## src/rtl/core/hsl_pkg.sv

```systemverilog
`timescale 1ns / 1ps
`default_nettype none

package hsl_pkg;

  // Field widths and input ranges
  localparam int unsigned HUE_W  = 9;
  localparam int unsigned PCT_W  = 7;
  localparam int unsigned CHAN_W = 8;

  localparam logic [HUE_W-1:0]  HUE_MAX  = 9'd360;
  localparam logic [PCT_W-1:0]  PCT_MAX  = 7'd100;
  localparam logic [CHAN_W-1:0] CHAN_MAX = 8'd255;

  localparam int unsigned FRAC_BITS_DEFAULT = 16;

  // Divisors that turn degrees and percent into fractions of one
  localparam int unsigned HUE_DIV = 360;
  localparam int unsigned PCT_DIV = 100;

  // Reciprocals for the remainder part of the conversion. The remainder
  // products stay below HUE_DIV * HUE_DIV and PCT_DIV * PCT_DIV, where the
  // truncated product with a rounded-up reciprocal equals the true quotient.
  localparam int unsigned HUE_REM_W       = 17;
  localparam int unsigned HUE_RECIP_SHIFT = 26;
  localparam int unsigned HUE_RECIP_W     = 18;
  localparam int unsigned HUE_RECIP       = ((2 ** HUE_RECIP_SHIFT) + HUE_DIV - 1) / HUE_DIV;
  localparam int unsigned HUE_QUOT_W      = 9;

  localparam int unsigned PCT_REM_W       = 14;
  localparam int unsigned PCT_RECIP_SHIFT = 21;
  localparam int unsigned PCT_RECIP_W     = 15;
  localparam int unsigned PCT_RECIP       = ((2 ** PCT_RECIP_SHIFT) + PCT_DIV - 1) / PCT_DIV;
  localparam int unsigned PCT_QUOT_W      = 7;

endpackage

`default_nettype wire

```

## src/rtl/core/hsl_if.sv

```systemverilog
`timescale 1ns / 1ps
`default_nettype none

interface hsl_in_if;
  logic                         valid;
  logic                         ready;
  logic [hsl_pkg::HUE_W-1:0]    hue_degrees;
  logic [hsl_pkg::PCT_W-1:0]    saturation_pct;
  logic [hsl_pkg::PCT_W-1:0]    lightness_pct;

  modport source (output valid, output hue_degrees, output saturation_pct,
                  output lightness_pct, input ready);
  modport sink   (input valid, input hue_degrees, input saturation_pct,
                  input lightness_pct, output ready);
endinterface

interface hsl_out_if;
  logic                         valid;
  logic                         ready;
  logic [hsl_pkg::CHAN_W-1:0]   red;
  logic [hsl_pkg::CHAN_W-1:0]   green;
  logic [hsl_pkg::CHAN_W-1:0]   blue;

  modport source (output valid, output red, output green, output blue, input ready);
  modport sink   (input valid, input red, input green, input blue, output ready);
endinterface

`default_nettype wire

```

## src/rtl/core/hsl_fixin.sv

```systemverilog
`timescale 1ns / 1ps
`default_nettype none

module hsl_fixin #(
  parameter int unsigned FRAC_BITS = hsl_pkg::FRAC_BITS_DEFAULT
) (
  input  logic                        clk_i,
  input  logic                        rst_ni,
  input  logic                        en_i,
  input  logic                        valid_i,
  input  logic [hsl_pkg::HUE_W-1:0]   hue_i,
  input  logic [hsl_pkg::PCT_W-1:0]   sat_i,
  input  logic [hsl_pkg::PCT_W-1:0]   lit_i,
  output logic                        valid_o,
  output logic [FRAC_BITS:0]          h_o,
  output logic [FRAC_BITS:0]          s_o,
  output logic [FRAC_BITS:0]          l_o
);

  localparam int unsigned W   = FRAC_BITS + 1;
  localparam int unsigned HRW = hsl_pkg::HUE_REM_W;
  localparam int unsigned PRW = hsl_pkg::PCT_REM_W;
  localparam int unsigned HCW = hsl_pkg::HUE_REM_W + hsl_pkg::HUE_RECIP_W;
  localparam int unsigned PCW = hsl_pkg::PCT_REM_W + hsl_pkg::PCT_RECIP_W;

  // one = 2^F split as DIV * whole + rem, per divisor
  localparam int unsigned HueWhole = (2 ** FRAC_BITS) / hsl_pkg::HUE_DIV;
  localparam int unsigned HueRem   = (2 ** FRAC_BITS) % hsl_pkg::HUE_DIV;
  localparam int unsigned PctWhole = (2 ** FRAC_BITS) / hsl_pkg::PCT_DIV;
  localparam int unsigned PctRem   = (2 ** FRAC_BITS) % hsl_pkg::PCT_DIV;

  localparam logic [HCW-1:0] HueRecip = HCW'(hsl_pkg::HUE_RECIP);
  localparam logic [PCW-1:0] PctRecip = PCW'(hsl_pkg::PCT_RECIP);

  logic [hsl_pkg::HUE_W-1:0] hue_c;
  logic [hsl_pkg::PCT_W-1:0] sat_c, lit_c;

  logic           v1_q, v2_q;
  logic [W-1:0]   hue_base_d, sat_base_d, lit_base_d;
  logic [W-1:0]   hue_base_q, sat_base_q, lit_base_q;
  logic [HRW-1:0] hue_rem_d, hue_rem_q;
  logic [PRW-1:0] sat_rem_d, sat_rem_q, lit_rem_d, lit_rem_q;

  logic [HCW-1:0] hue_prod;
  logic [PCW-1:0] sat_prod, lit_prod;
  logic [W-1:0]   h_d, s_d, l_d;
  logic [W-1:0]   h_q, s_q, l_q;

  // Stage 1: saturate, then split into whole and remainder products
  always_comb begin
    hue_c = (hue_i > hsl_pkg::HUE_MAX) ? hsl_pkg::HUE_MAX : hue_i;
    sat_c = (sat_i > hsl_pkg::PCT_MAX) ? hsl_pkg::PCT_MAX : sat_i;
    lit_c = (lit_i > hsl_pkg::PCT_MAX) ? hsl_pkg::PCT_MAX : lit_i;

    hue_base_d = W'(32'(hue_c) * HueWhole);
    sat_base_d = W'(32'(sat_c) * PctWhole);
    lit_base_d = W'(32'(lit_c) * PctWhole);
    hue_rem_d  = HRW'(32'(hue_c) * HueRem);
    sat_rem_d  = PRW'(32'(sat_c) * PctRem);
    lit_rem_d  = PRW'(32'(lit_c) * PctRem);
  end

  // Stage 2: divide the remainder products by reciprocal multiply
  always_comb begin
    hue_prod = HCW'(hue_rem_q) * HueRecip;
    sat_prod = PCW'(sat_rem_q) * PctRecip;
    lit_prod = PCW'(lit_rem_q) * PctRecip;
    h_d = hue_base_q + W'(hue_prod[hsl_pkg::HUE_RECIP_SHIFT +: hsl_pkg::HUE_QUOT_W]);
    s_d = sat_base_q + W'(sat_prod[hsl_pkg::PCT_RECIP_SHIFT +: hsl_pkg::PCT_QUOT_W]);
    l_d = lit_base_q + W'(lit_prod[hsl_pkg::PCT_RECIP_SHIFT +: hsl_pkg::PCT_QUOT_W]);
  end

  always_ff @(posedge clk_i or negedge rst_ni) begin
    if (!rst_ni) begin
      v1_q <= 1'b0;
      v2_q <= 1'b0;
    end else if (en_i) begin
      v1_q <= valid_i;
      v2_q <= v1_q;
    end
  end

  always_ff @(posedge clk_i) begin
    if (en_i) begin
      hue_base_q <= hue_base_d;
      sat_base_q <= sat_base_d;
      lit_base_q <= lit_base_d;
      hue_rem_q  <= hue_rem_d;
      sat_rem_q  <= sat_rem_d;
      lit_rem_q  <= lit_rem_d;
      h_q        <= h_d;
      s_q        <= s_d;
      l_q        <= l_d;
    end
  end

  assign valid_o = v2_q;
  assign h_o     = h_q;
  assign s_o     = s_q;
  assign l_o     = l_q;

endmodule

`default_nettype wire

```

## src/rtl/core/hsl_level.sv

```systemverilog
`timescale 1ns / 1ps
`default_nettype none

module hsl_level #(
  parameter int unsigned FRAC_BITS = hsl_pkg::FRAC_BITS_DEFAULT
) (
  input  logic               clk_i,
  input  logic               rst_ni,
  input  logic               en_i,
  input  logic               valid_i,
  input  logic [FRAC_BITS:0] h_i,
  input  logic [FRAC_BITS:0] s_i,
  input  logic [FRAC_BITS:0] l_i,
  output logic               valid_o,
  output logic [FRAC_BITS:0] x_o,
  output logic [FRAC_BITS:0] y_o,
  output logic [FRAC_BITS:0] d_o,
  output logic [FRAC_BITS:0] ph_r_o,
  output logic [FRAC_BITS:0] ph_g_o,
  output logic [FRAC_BITS:0] ph_b_o
);

  localparam int unsigned W = FRAC_BITS + 1;
  localparam logic [W-1:0] One   = {1'b1, {FRAC_BITS{1'b0}}};
  localparam logic [W-1:0] Third = W'((2 ** FRAC_BITS) / 3);

  logic           v3_q, v4_q;
  logic [2*W-1:0] ls_full;
  logic [W-1:0]   prod_d;
  logic [W-1:0]   h3_q, s3_q, l3_q, prod3_q;

  logic           lo_half;
  logic [W:0]     y_sum;
  logic signed [W+1:0] x_diff;
  logic [W-1:0]   x_d, y_d, d_d;
  logic [W:0]     r_sum;
  logic [W-1:0]   pr_d, pb_d;
  logic [W-1:0]   x_q, y_q, d_q, pr_q, pg_q, pb_q;

  // Stage 3: lightness times saturation
  always_comb begin
    ls_full = (2*W)'(l_i) * (2*W)'(s_i);
    prod_d  = ls_full[FRAC_BITS +: W];
  end

  // Stage 4: upper and lower levels, channel phases
  always_comb begin
    lo_half = (l3_q[FRAC_BITS -: 2] == 2'b00);
    if (lo_half) begin
      y_sum = {1'b0, l3_q} + {1'b0, prod3_q};
    end else begin
      y_sum = {1'b0, l3_q} + {1'b0, s3_q} - {1'b0, prod3_q};
    end
    x_diff = $signed({1'b0, l3_q, 1'b0}) - $signed({1'b0, y_sum});
    x_d    = x_diff[W+1] ? '0 : x_diff[W-1:0];
    y_d    = y_sum[W-1:0];
    if (y_d < x_d) begin
      y_d = x_d;
    end
    d_d = y_d - x_d;

    // red leads by a third and wraps past one; blue trails and wraps below zero
    r_sum = {1'b0, h3_q} + {1'b0, Third};
    pr_d  = (r_sum > {1'b0, One}) ? W'(r_sum - {1'b0, One}) : r_sum[W-1:0];
    pb_d  = (h3_q < Third) ? (h3_q + One - Third) : (h3_q - Third);
  end

  always_ff @(posedge clk_i or negedge rst_ni) begin
    if (!rst_ni) begin
      v3_q <= 1'b0;
      v4_q <= 1'b0;
    end else if (en_i) begin
      v3_q <= valid_i;
      v4_q <= v3_q;
    end
  end

  always_ff @(posedge clk_i) begin
    if (en_i) begin
      h3_q    <= h_i;
      s3_q    <= s_i;
      l3_q    <= l_i;
      prod3_q <= prod_d;
      x_q     <= x_d;
      y_q     <= y_d;
      d_q     <= d_d;
      pr_q    <= pr_d;
      pg_q    <= h3_q;
      pb_q    <= pb_d;
    end
  end

  assign valid_o = v4_q;
  assign x_o     = x_q;
  assign y_o     = y_q;
  assign d_o     = d_q;
  assign ph_r_o  = pr_q;
  assign ph_g_o  = pg_q;
  assign ph_b_o  = pb_q;

endmodule

`default_nettype wire

```

## src/rtl/core/hsl_ramp.sv

```systemverilog
`timescale 1ns / 1ps
`default_nettype none

module hsl_ramp #(
  parameter int unsigned FRAC_BITS = hsl_pkg::FRAC_BITS_DEFAULT
) (
  input  logic                        clk_i,
  input  logic                        rst_ni,
  input  logic                        en_i,
  input  logic                        valid_i,
  input  logic [FRAC_BITS:0]          phase_i,
  input  logic [FRAC_BITS:0]          x_i,
  input  logic [FRAC_BITS:0]          y_i,
  input  logic [FRAC_BITS:0]          d_i,
  output logic                        valid_o,
  output logic [hsl_pkg::CHAN_W-1:0]  chan_o
);

  localparam int unsigned W = FRAC_BITS + 1;
  localparam int unsigned CW = hsl_pkg::CHAN_W;

  localparam logic [W-1:0]   One      = {1'b1, {FRAC_BITS{1'b0}}};
  localparam logic [W-1:0]   TwoThird = W'((2 ** (FRAC_BITS + 1)) / 3);
  localparam logic [W+2:0]   OneX6    = (W+3)'(One);
  localparam logic [W:0]     OneX2    = (W+1)'(One);
  localparam logic [W+1:0]   TwoOne   = {2'b01, {(W){1'b0}}};

  typedef enum logic [1:0] {
    RampRise,
    RampHigh,
    RampFall,
    RampLow
  } ramp_mode_e;

  logic [W+2:0] p6, fall6;
  logic [W:0]   p2;
  logic [W+1:0] p3;
  ramp_mode_e   mode_d, mode_q;
  logic [W-1:0] m_d, m_q;
  logic [W-1:0] xa_q, ya_q, da_q;

  logic [2*W-1:0] dm;
  logic [W:0]     lvl_d, lvl_q;

  logic [W+CW:0]  scaled;
  logic [CW:0]    chan_full;
  logic [CW-1:0]  chan_d, chan_q;

  logic va_q, vb_q, vc_q;

  // Stage A: locate the phase on the ramp and pick the multiplier operand
  always_comb begin
    p6    = (W+3)'(phase_i) * (W+3)'(6);
    p2    = {phase_i, 1'b0};
    p3    = (W+2)'(phase_i) * (W+2)'(3);
    fall6 = (W+3)'(TwoThird - phase_i) * (W+3)'(6);
    m_d   = '0;
    if (p6 < OneX6) begin
      mode_d = RampRise;
      m_d    = p6[W-1:0];
    end else if (p2 < OneX2) begin
      mode_d = RampHigh;
    end else if (p3 < TwoOne) begin
      mode_d = RampFall;
      m_d    = fall6[W-1:0];
    end else begin
      mode_d = RampLow;
    end
  end

  // Stage B: level = lower + span * operand, or the upper level while high
  always_comb begin
    dm = (2*W)'(da_q) * (2*W)'(m_q);
    case (mode_q)
      RampRise, RampFall: lvl_d = {1'b0, xa_q} + {1'b0, dm[FRAC_BITS +: W]};
      RampHigh:           lvl_d = {1'b0, ya_q};
      default:            lvl_d = {1'b0, xa_q};
    endcase
  end

  // Stage C: scale by 255, truncate, clamp
  always_comb begin
    scaled    = {lvl_q, {CW{1'b0}}} - (W+CW+1)'(lvl_q);
    chan_full = scaled[FRAC_BITS +: CW+1];
    chan_d    = chan_full[CW] ? hsl_pkg::CHAN_MAX : chan_full[CW-1:0];
  end

  always_ff @(posedge clk_i or negedge rst_ni) begin
    if (!rst_ni) begin
      va_q <= 1'b0;
      vb_q <= 1'b0;
      vc_q <= 1'b0;
    end else if (en_i) begin
      va_q <= valid_i;
      vb_q <= va_q;
      vc_q <= vb_q;
    end
  end

  always_ff @(posedge clk_i) begin
    if (en_i) begin
      mode_q <= mode_d;
      m_q    <= m_d;
      xa_q   <= x_i;
      ya_q   <= y_i;
      da_q   <= d_i;
      lvl_q  <= lvl_d;
      chan_q <= chan_d;
    end
  end

  assign valid_o = vc_q;
  assign chan_o  = chan_q;

endmodule

`default_nettype wire

```

## src/rtl/core/hsl_to_rgb_converter.sv

```systemverilog
// Throughput: one color per cycle; a new transfer is taken every cycle unless
//   the output holds a result that the sink has not taken.
// The seven stages: two for the percent/degree to fixed-point conversion, two
//   for the upper/lower levels and phases, three for each channel ramp.
// Reset (rst_ni low, asynchronous) empties the pipeline; data registers keep junk.
`timescale 1ns / 1ps
`default_nettype none

module hsl_to_rgb_converter #(
  parameter int unsigned FRAC_BITS = hsl_pkg::FRAC_BITS_DEFAULT
) (
  input  logic       clk_i,
  input  logic       rst_ni,
  hsl_in_if.sink     hsl_in_i,
  hsl_out_if.source  rgb_out_o
);

  localparam int unsigned W = FRAC_BITS + 1;

  // Global advance: the whole pipeline moves unless the output register is
  // full and the sink is stalling. Bubbles move along with items, so nothing
  // is dropped or repeated during a stall.
  logic en;
  logic out_valid;

  // Fixed-point hue, saturation, lightness
  logic         fix_valid;
  logic [W-1:0] fix_h, fix_s, fix_l;

  // Upper/lower levels and per-channel phases
  logic         lvl_valid;
  logic [W-1:0] lvl_x, lvl_y, lvl_d;
  logic [W-1:0] ph_r, ph_g, ph_b;

  logic r_valid, g_valid, b_valid;
  logic [hsl_pkg::CHAN_W-1:0] red_c, green_c, blue_c;

  assign en             = !out_valid || rgb_out_o.ready;
  assign hsl_in_i.ready = en;

  // Stages 1-2: saturate inputs and convert to fractions of one
  hsl_fixin #(
    .FRAC_BITS (FRAC_BITS)
  ) u_fixin (
    .clk_i   (clk_i),
    .rst_ni  (rst_ni),
    .en_i    (en),
    .valid_i (hsl_in_i.valid),
    .hue_i   (hsl_in_i.hue_degrees),
    .sat_i   (hsl_in_i.saturation_pct),
    .lit_i   (hsl_in_i.lightness_pct),
    .valid_o (fix_valid),
    .h_o     (fix_h),
    .s_o     (fix_s),
    .l_o     (fix_l)
  );

  // Stages 3-4: upper level, lower level, span and wrapped phases
  hsl_level #(
    .FRAC_BITS (FRAC_BITS)
  ) u_level (
    .clk_i   (clk_i),
    .rst_ni  (rst_ni),
    .en_i    (en),
    .valid_i (fix_valid),
    .h_i     (fix_h),
    .s_i     (fix_s),
    .l_i     (fix_l),
    .valid_o (lvl_valid),
    .x_o     (lvl_x),
    .y_o     (lvl_y),
    .d_o     (lvl_d),
    .ph_r_o  (ph_r),
    .ph_g_o  (ph_g),
    .ph_b_o  (ph_b)
  );

  // Stages 5-7: one ramp per channel, red leads by a third, blue trails
  hsl_ramp #(
    .FRAC_BITS (FRAC_BITS)
  ) u_ramp_r (
    .clk_i   (clk_i),
    .rst_ni  (rst_ni),
    .en_i    (en),
    .valid_i (lvl_valid),
    .phase_i (ph_r),
    .x_i     (lvl_x),
    .y_i     (lvl_y),
    .d_i     (lvl_d),
    .valid_o (r_valid),
    .chan_o  (red_c)
  );

  hsl_ramp #(
    .FRAC_BITS (FRAC_BITS)
  ) u_ramp_g (
    .clk_i   (clk_i),
    .rst_ni  (rst_ni),
    .en_i    (en),
    .valid_i (lvl_valid),
    .phase_i (ph_g),
    .x_i     (lvl_x),
    .y_i     (lvl_y),
    .d_i     (lvl_d),
    .valid_o (g_valid),
    .chan_o  (green_c)
  );

  hsl_ramp #(
    .FRAC_BITS (FRAC_BITS)
  ) u_ramp_b (
    .clk_i   (clk_i),
    .rst_ni  (rst_ni),
    .en_i    (en),
    .valid_i (lvl_valid),
    .phase_i (ph_b),
    .x_i     (lvl_x),
    .y_i     (lvl_y),
    .d_i     (lvl_d),
    .valid_o (b_valid),
    .chan_o  (blue_c)
  );

  // The last ramp stage is the output register
  assign out_valid       = r_valid && g_valid && b_valid;
  assign rgb_out_o.valid = out_valid;
  assign rgb_out_o.red   = red_c;
  assign rgb_out_o.green = green_c;
  assign rgb_out_o.blue  = blue_c;

  // The three channel pipelines share one advance and must stay in lockstep
  a_lanes_lockstep : assert property (@(posedge clk_i) disable iff (!rst_ni)
    (r_valid == g_valid) && (g_valid == b_valid))
    else $error("channel pipelines out of step");

  // A stalled pipeline must hold the fixin, level and output valid bits
  a_stall_holds : assert property (@(posedge clk_i) disable iff (!rst_ni)
    !en |=> ($stable(fix_valid) && $stable(lvl_valid) && $stable(out_valid)))
    else $error("pipeline moved during a stall");

  // Lower level never exceeds the upper level
  a_level_order : assert property (@(posedge clk_i) disable iff (!rst_ni)
    lvl_valid |-> (lvl_x <= lvl_y))
    else $error("lower level above upper level");

  // Any transfer in a cycle with a full output register must see the sink take it
  a_no_overrun : assert property (@(posedge clk_i) disable iff (!rst_ni)
    (hsl_in_i.valid && hsl_in_i.ready && out_valid) |-> rgb_out_o.ready)
    else $error("input taken while output stalled");

endmodule

`default_nettype wire
```

## src/flat_wrapper.sv

```systemverilog
// flat-port wrapper written by rule: the top's interface ports become plain ports
module hsl_to_rgb_converter_flat 
#(
  parameter int unsigned FRAC_BITS = hsl_pkg::FRAC_BITS_DEFAULT
)
  (clk_i, rst_ni, hsl_in_i_valid, hsl_in_i_hue_degrees, hsl_in_i_saturation_pct, hsl_in_i_lightness_pct, hsl_in_i_ready, rgb_out_o_valid, rgb_out_o_red, rgb_out_o_green, rgb_out_o_blue, rgb_out_o_ready);
  hsl_in_if hsl_in_i_i ();
  hsl_out_if rgb_out_o_i ();
  input  logic clk_i;
  input  logic rst_ni;
  input wire logic [$bits(hsl_in_i_i.valid)-1:0] hsl_in_i_valid;
  input wire logic [$bits(hsl_in_i_i.hue_degrees)-1:0] hsl_in_i_hue_degrees;
  input wire logic [$bits(hsl_in_i_i.saturation_pct)-1:0] hsl_in_i_saturation_pct;
  input wire logic [$bits(hsl_in_i_i.lightness_pct)-1:0] hsl_in_i_lightness_pct;
  output wire logic [$bits(hsl_in_i_i.ready)-1:0] hsl_in_i_ready;
  output wire logic [$bits(rgb_out_o_i.valid)-1:0] rgb_out_o_valid;
  output wire logic [$bits(rgb_out_o_i.red)-1:0] rgb_out_o_red;
  output wire logic [$bits(rgb_out_o_i.green)-1:0] rgb_out_o_green;
  output wire logic [$bits(rgb_out_o_i.blue)-1:0] rgb_out_o_blue;
  input wire logic [$bits(rgb_out_o_i.ready)-1:0] rgb_out_o_ready;
  assign hsl_in_i_i.valid = hsl_in_i_valid;
  assign hsl_in_i_i.hue_degrees = hsl_in_i_hue_degrees;
  assign hsl_in_i_i.saturation_pct = hsl_in_i_saturation_pct;
  assign hsl_in_i_i.lightness_pct = hsl_in_i_lightness_pct;
  assign hsl_in_i_ready = hsl_in_i_i.ready;
  assign rgb_out_o_valid = rgb_out_o_i.valid;
  assign rgb_out_o_red = rgb_out_o_i.red;
  assign rgb_out_o_green = rgb_out_o_i.green;
  assign rgb_out_o_blue = rgb_out_o_i.blue;
  assign rgb_out_o_i.ready = rgb_out_o_ready;
  hsl_to_rgb_converter #(.FRAC_BITS(FRAC_BITS)) u_core (.clk_i(clk_i), .rst_ni(rst_ni), .hsl_in_i(hsl_in_i_i), .rgb_out_o(rgb_out_o_i));
endmodule
```

## config.mk

```make
export PLATFORM = sky130hd
export DESIGN_NAME = hsl_to_rgb_converter_flat
export DESIGN_NICKNAME = d
export VERILOG_FILES = /design/src/rtl/core/hsl_pkg.sv /design/src/rtl/core/hsl_if.sv /design/src/rtl/core/hsl_fixin.sv /design/src/rtl/core/hsl_level.sv /design/src/rtl/core/hsl_ramp.sv /design/src/rtl/core/hsl_to_rgb_converter.sv /design/src/flat_wrapper.sv
export SDC_FILE = /design/constraint.sdc
export NUM_CORES = 2
export LEC_CHECK = 0
export BUFFER_PORTS_ARGS = -buffer_cell sky130_fd_sc_hd__buf_4
export CAP_MARGIN = 20
export CORE_ASPECT_RATIO = 0.6
export CORE_UTILIZATION = 68
export CTS_BUF_LIST = sky130_fd_sc_hd__clkbuf_16
export DETAILED_ROUTE_END_ITERATION = 7
export PLACE_DENSITY = 0.89
export SETUP_SLACK_MARGIN = 0.1
export SLEW_MARGIN = 20
export SYNTH_ARGS = -nofsm -noshare
export SYNTH_HDL_FRONTEND = slang
export SYNTH_HIERARCHICAL = 1
export SYNTH_SLANG_ARGS = --single-unit
```

## constraint.sdc

```tcl
create_clock -name clk_i -period 44.9 [get_ports clk_i]
set_input_delay 4.49 -clock clk_i [delete_from_list [all_inputs] [get_ports clk_i]]
set_output_delay 4.49 -clock clk_i [all_outputs]
set_load 0.005 [all_outputs]
```

==> impl_results.md <==
- GRT Total Usage: approximately 33%
- Slew @ Worst Pin: 1.06 ns
- Die Y: between 200 and 300 um
- Mapped cell area: 81100 um^2
- Longest Clk Path Bufs: 3
- TNS Setup: 0 ns
- Met1 GRT Util: ~48%
- Async SR Flop Fraction: between 2 and 2.5%
- Biggest regs: u_core/u_ramp_b/lvl_q: 18 flops, u_core/u_ramp_g/lvl_q: 18 flops, u_core/u_ramp_r/lvl_q: 18 flops
- Levels on crit path: 40
- Routed Antenna Nets: 0
- Overflow after GRT: 0
- Post-synth top cells: 1680 x inv_1, 1155 x ha_1, 1019 x fa_1, 788 x nand2_1, 584 x edfxtp_1
- Count leader, synth: inv_1
- Worst slew margin: 29.3%
- Starting Density: 69.0%
- Worst path top cell family by delay: compound AO/OA/AOI/OAI gates
- Core outline area: 117000 um^2
- Final nets: 10300
- Syn Nets: approximately 10000
- Total Routed Length: 198 mm
- Final worst-path cycle share: 22.2%
- CP Max Fanout: 19
- Met3 Use GR: between 8 and 9%
- Final Hold Vio Count: 0
- Setup CP Type: reg2reg
- Cell variety after synth: between 100 and 150
- Crit end category: register
- Largest net degree at the start of global routing: 180
- Mapped Cells: roughly 8200
- Worst setup startpoint: u_core/u_level/l3_q[1]
- Failing checks: DRC
- Mean post-synth cell area: around 10 um^2
- Outcome: finished with violations
- Number of global-route vias before repair: around 60000
- R2R cell count: 40
- Rows: a little under 100
- Critical path arrival: between 10 and 15 ns
- M2 GR Usage: 50.5%
- Reg2reg setup slack: roughly 35 ns
- Routed vias: between 50000 and 60000
- CTS tree: done
- Min-Delay Path Class: reg2reg
- Post-CTS Setup Inserts: 0
- Reg-to-Reg Start: u_core/u_level/l3_q[1]
- RSZ-0062 raised after global routing: false
- Fin. max-slew vios: 0
- Synth Warn #: 6
- Flop and latch count out of synthesis: 597
- Top cell type's share of synthesized area: approximately a quarter
- Worst Setup EP: u_core/u_level/d_o[16]
- Req. time, crit path: 45.31 ns
- EDFF count, synth: just under 600
- Drt pass-1 iters: 8
- IO Pins: between 50 and 60
- Layout cell share with drive strength beyond 1: approximately 3.5%
- PortBufs: 52
- HPWL Detailed: between 150 and 200 mm
- Initial DRC count: 5966
- Achievable Freq: around 100 MHz
- Slowest CP cell: fa_1
- Critical Path Max Stage Delay: 0.59 ns
- Clock Sinks: 597
- Antenna violations before repair: 11
- CTS Hold Bufs: 0
- Per-cell routed wire length: between 20 and 25 um
- RePlAce Congestion: around 0.95
- Seq/Total Area, Yosys: approximately 22%
- Clock Tree Root: clkbuf_16
- CP bufs+invs: 4
- CP Launch Type: register
- Clock Latency Late Sink: between 0.6 and 0.7 ns
- Post-CTS Resized: 0
- Top FF cell, synth: edfxtp_1
- Area grow syn2layout: 4.86%
- Final min period: 9.97 ns
- Global-route wire length before repair: about 320 mm
- Total die area: 121000 um^2
- Drc violations: 2
- Setup Skew: about 0.023 ns
- Die width: approximately 450 um
- Worst r2r dst: u_core/u_level/d_o[16]
- # fillers: roughly 7900
- Top cells by area, synth: fa_1 25%, edfxtp_1 22%, ha_1 18%
- Layer with the highest usage: met2
- Clock transition at the registers of the reported paths: 0.06 ns
- Via-to-Cell Ratio: about 6
- Number of CTS-inserted buffers: 59
- Max Cap Viol: 0
- Synth area leader: fa_1
- Setup-failing EPs final: 0
- H-tree level count: 2
- Most frequent CP cell: a21oi_1
## cells in the final DEF (no fill, tap or decap), drive strengths merged, types with 40 or more instances in the layout
cell,instances
a211oi,55
a21o,105
a21oi,306
a31oi,43
and2,519
buf,84
clkbuf,59
edfxtp,584
fa,1019
ha,1155
inv,1697
mux2i,52
nand2,788
nand2b,52
nand3,80
nor2,265
nor2b,44
nor3,72
o21a,63
o21ai,200
o21bai,40
xnor2,313
xor2,94
## worst min path at each step
| stage | startpoint | cells past startpoint | to |
|---|---|---|---|
| global route | u_core/u_fixin/h_o[3] | 0 | u_core/u_level/h3_q[3] |
| finish | u_core/u_fixin/h_o[15] | 0 | u_core/u_level/h3_q[15] |
| detailed placement | u_core/u_fixin/h_o[15] | 0 | u_core/u_level/h3_q[15] |
| floorplan | u_core/u_fixin/h_o[0] | 0 | u_core/u_level/h3_q[0] |
| CTS | u_core/u_fixin/h_o[15] | 0 | u_core/u_level/h3_q[15] |
| global placement | u_core/u_fixin/h_o[2] | 0 | u_core/u_level/h3_q[2] |
## cells by family after synthesis
family / Yosys count / synth area share, %
flip-flops: 597 / 22.0
XOR/XNOR: 409 / 4.45
multiplexers: 77 / 0.989
AND/OR/NAND/NOR: 2001 / 12.2
buffers and inverters: 1877 / 8.77
adder cells (fa/ha/maj): 2174 / 43.0
AO/OA/AOI/OAI: 1048 / 8.61
## metal layers
layer | part of all wire (%) | vias up
met1 | 41 | 28900
met2 | 43 | 3241
met3 | 12 | 486
met4 | 3.3 | 8
met5 | 0.028 | -
li1 | - | 26400
## area by class of cell
| type | instances | area, um^2 | area share [%] |
|---|---|---|---|
| antenna | 4 | 10.0 | 0.0118 |
| clock buffer | 59 | 1480 | 1.74 |
| clock inverter | 51 | 613 | 0.721 |
| inverter | 1681 | 6310 | 7.42 |
| multi-input combinational | 5709 | 56100 | 66.0 |
| sequential | 597 | 17900 | 21.0 |
| tap | 1584 | 1980 | 2.33 |
| timing repair buffer | 84 | 658 | 0.774 |
## metrics by stage
step	utilization [%]	worst slack, ns	std cells	cell area [um^2]	hold slack, ns
6_report	72.4	34.93	9769	85000	0.419
3_5_place_dp	70.6	34.91	9653	82900	0.406
4_1_cts	72.3	34.91	9763	85000	0.421
3_3_place_gp	70.6	34.91	9653	82900	0.401
2_1_floorplan	-	17.23	8183	81100	0.400
5_1_grt	72.4	34.39	9765	85000	0.424
Power is not shown: default switching activity piles up to over one toggle a cycle in this logic, so the estimate is an artifact.
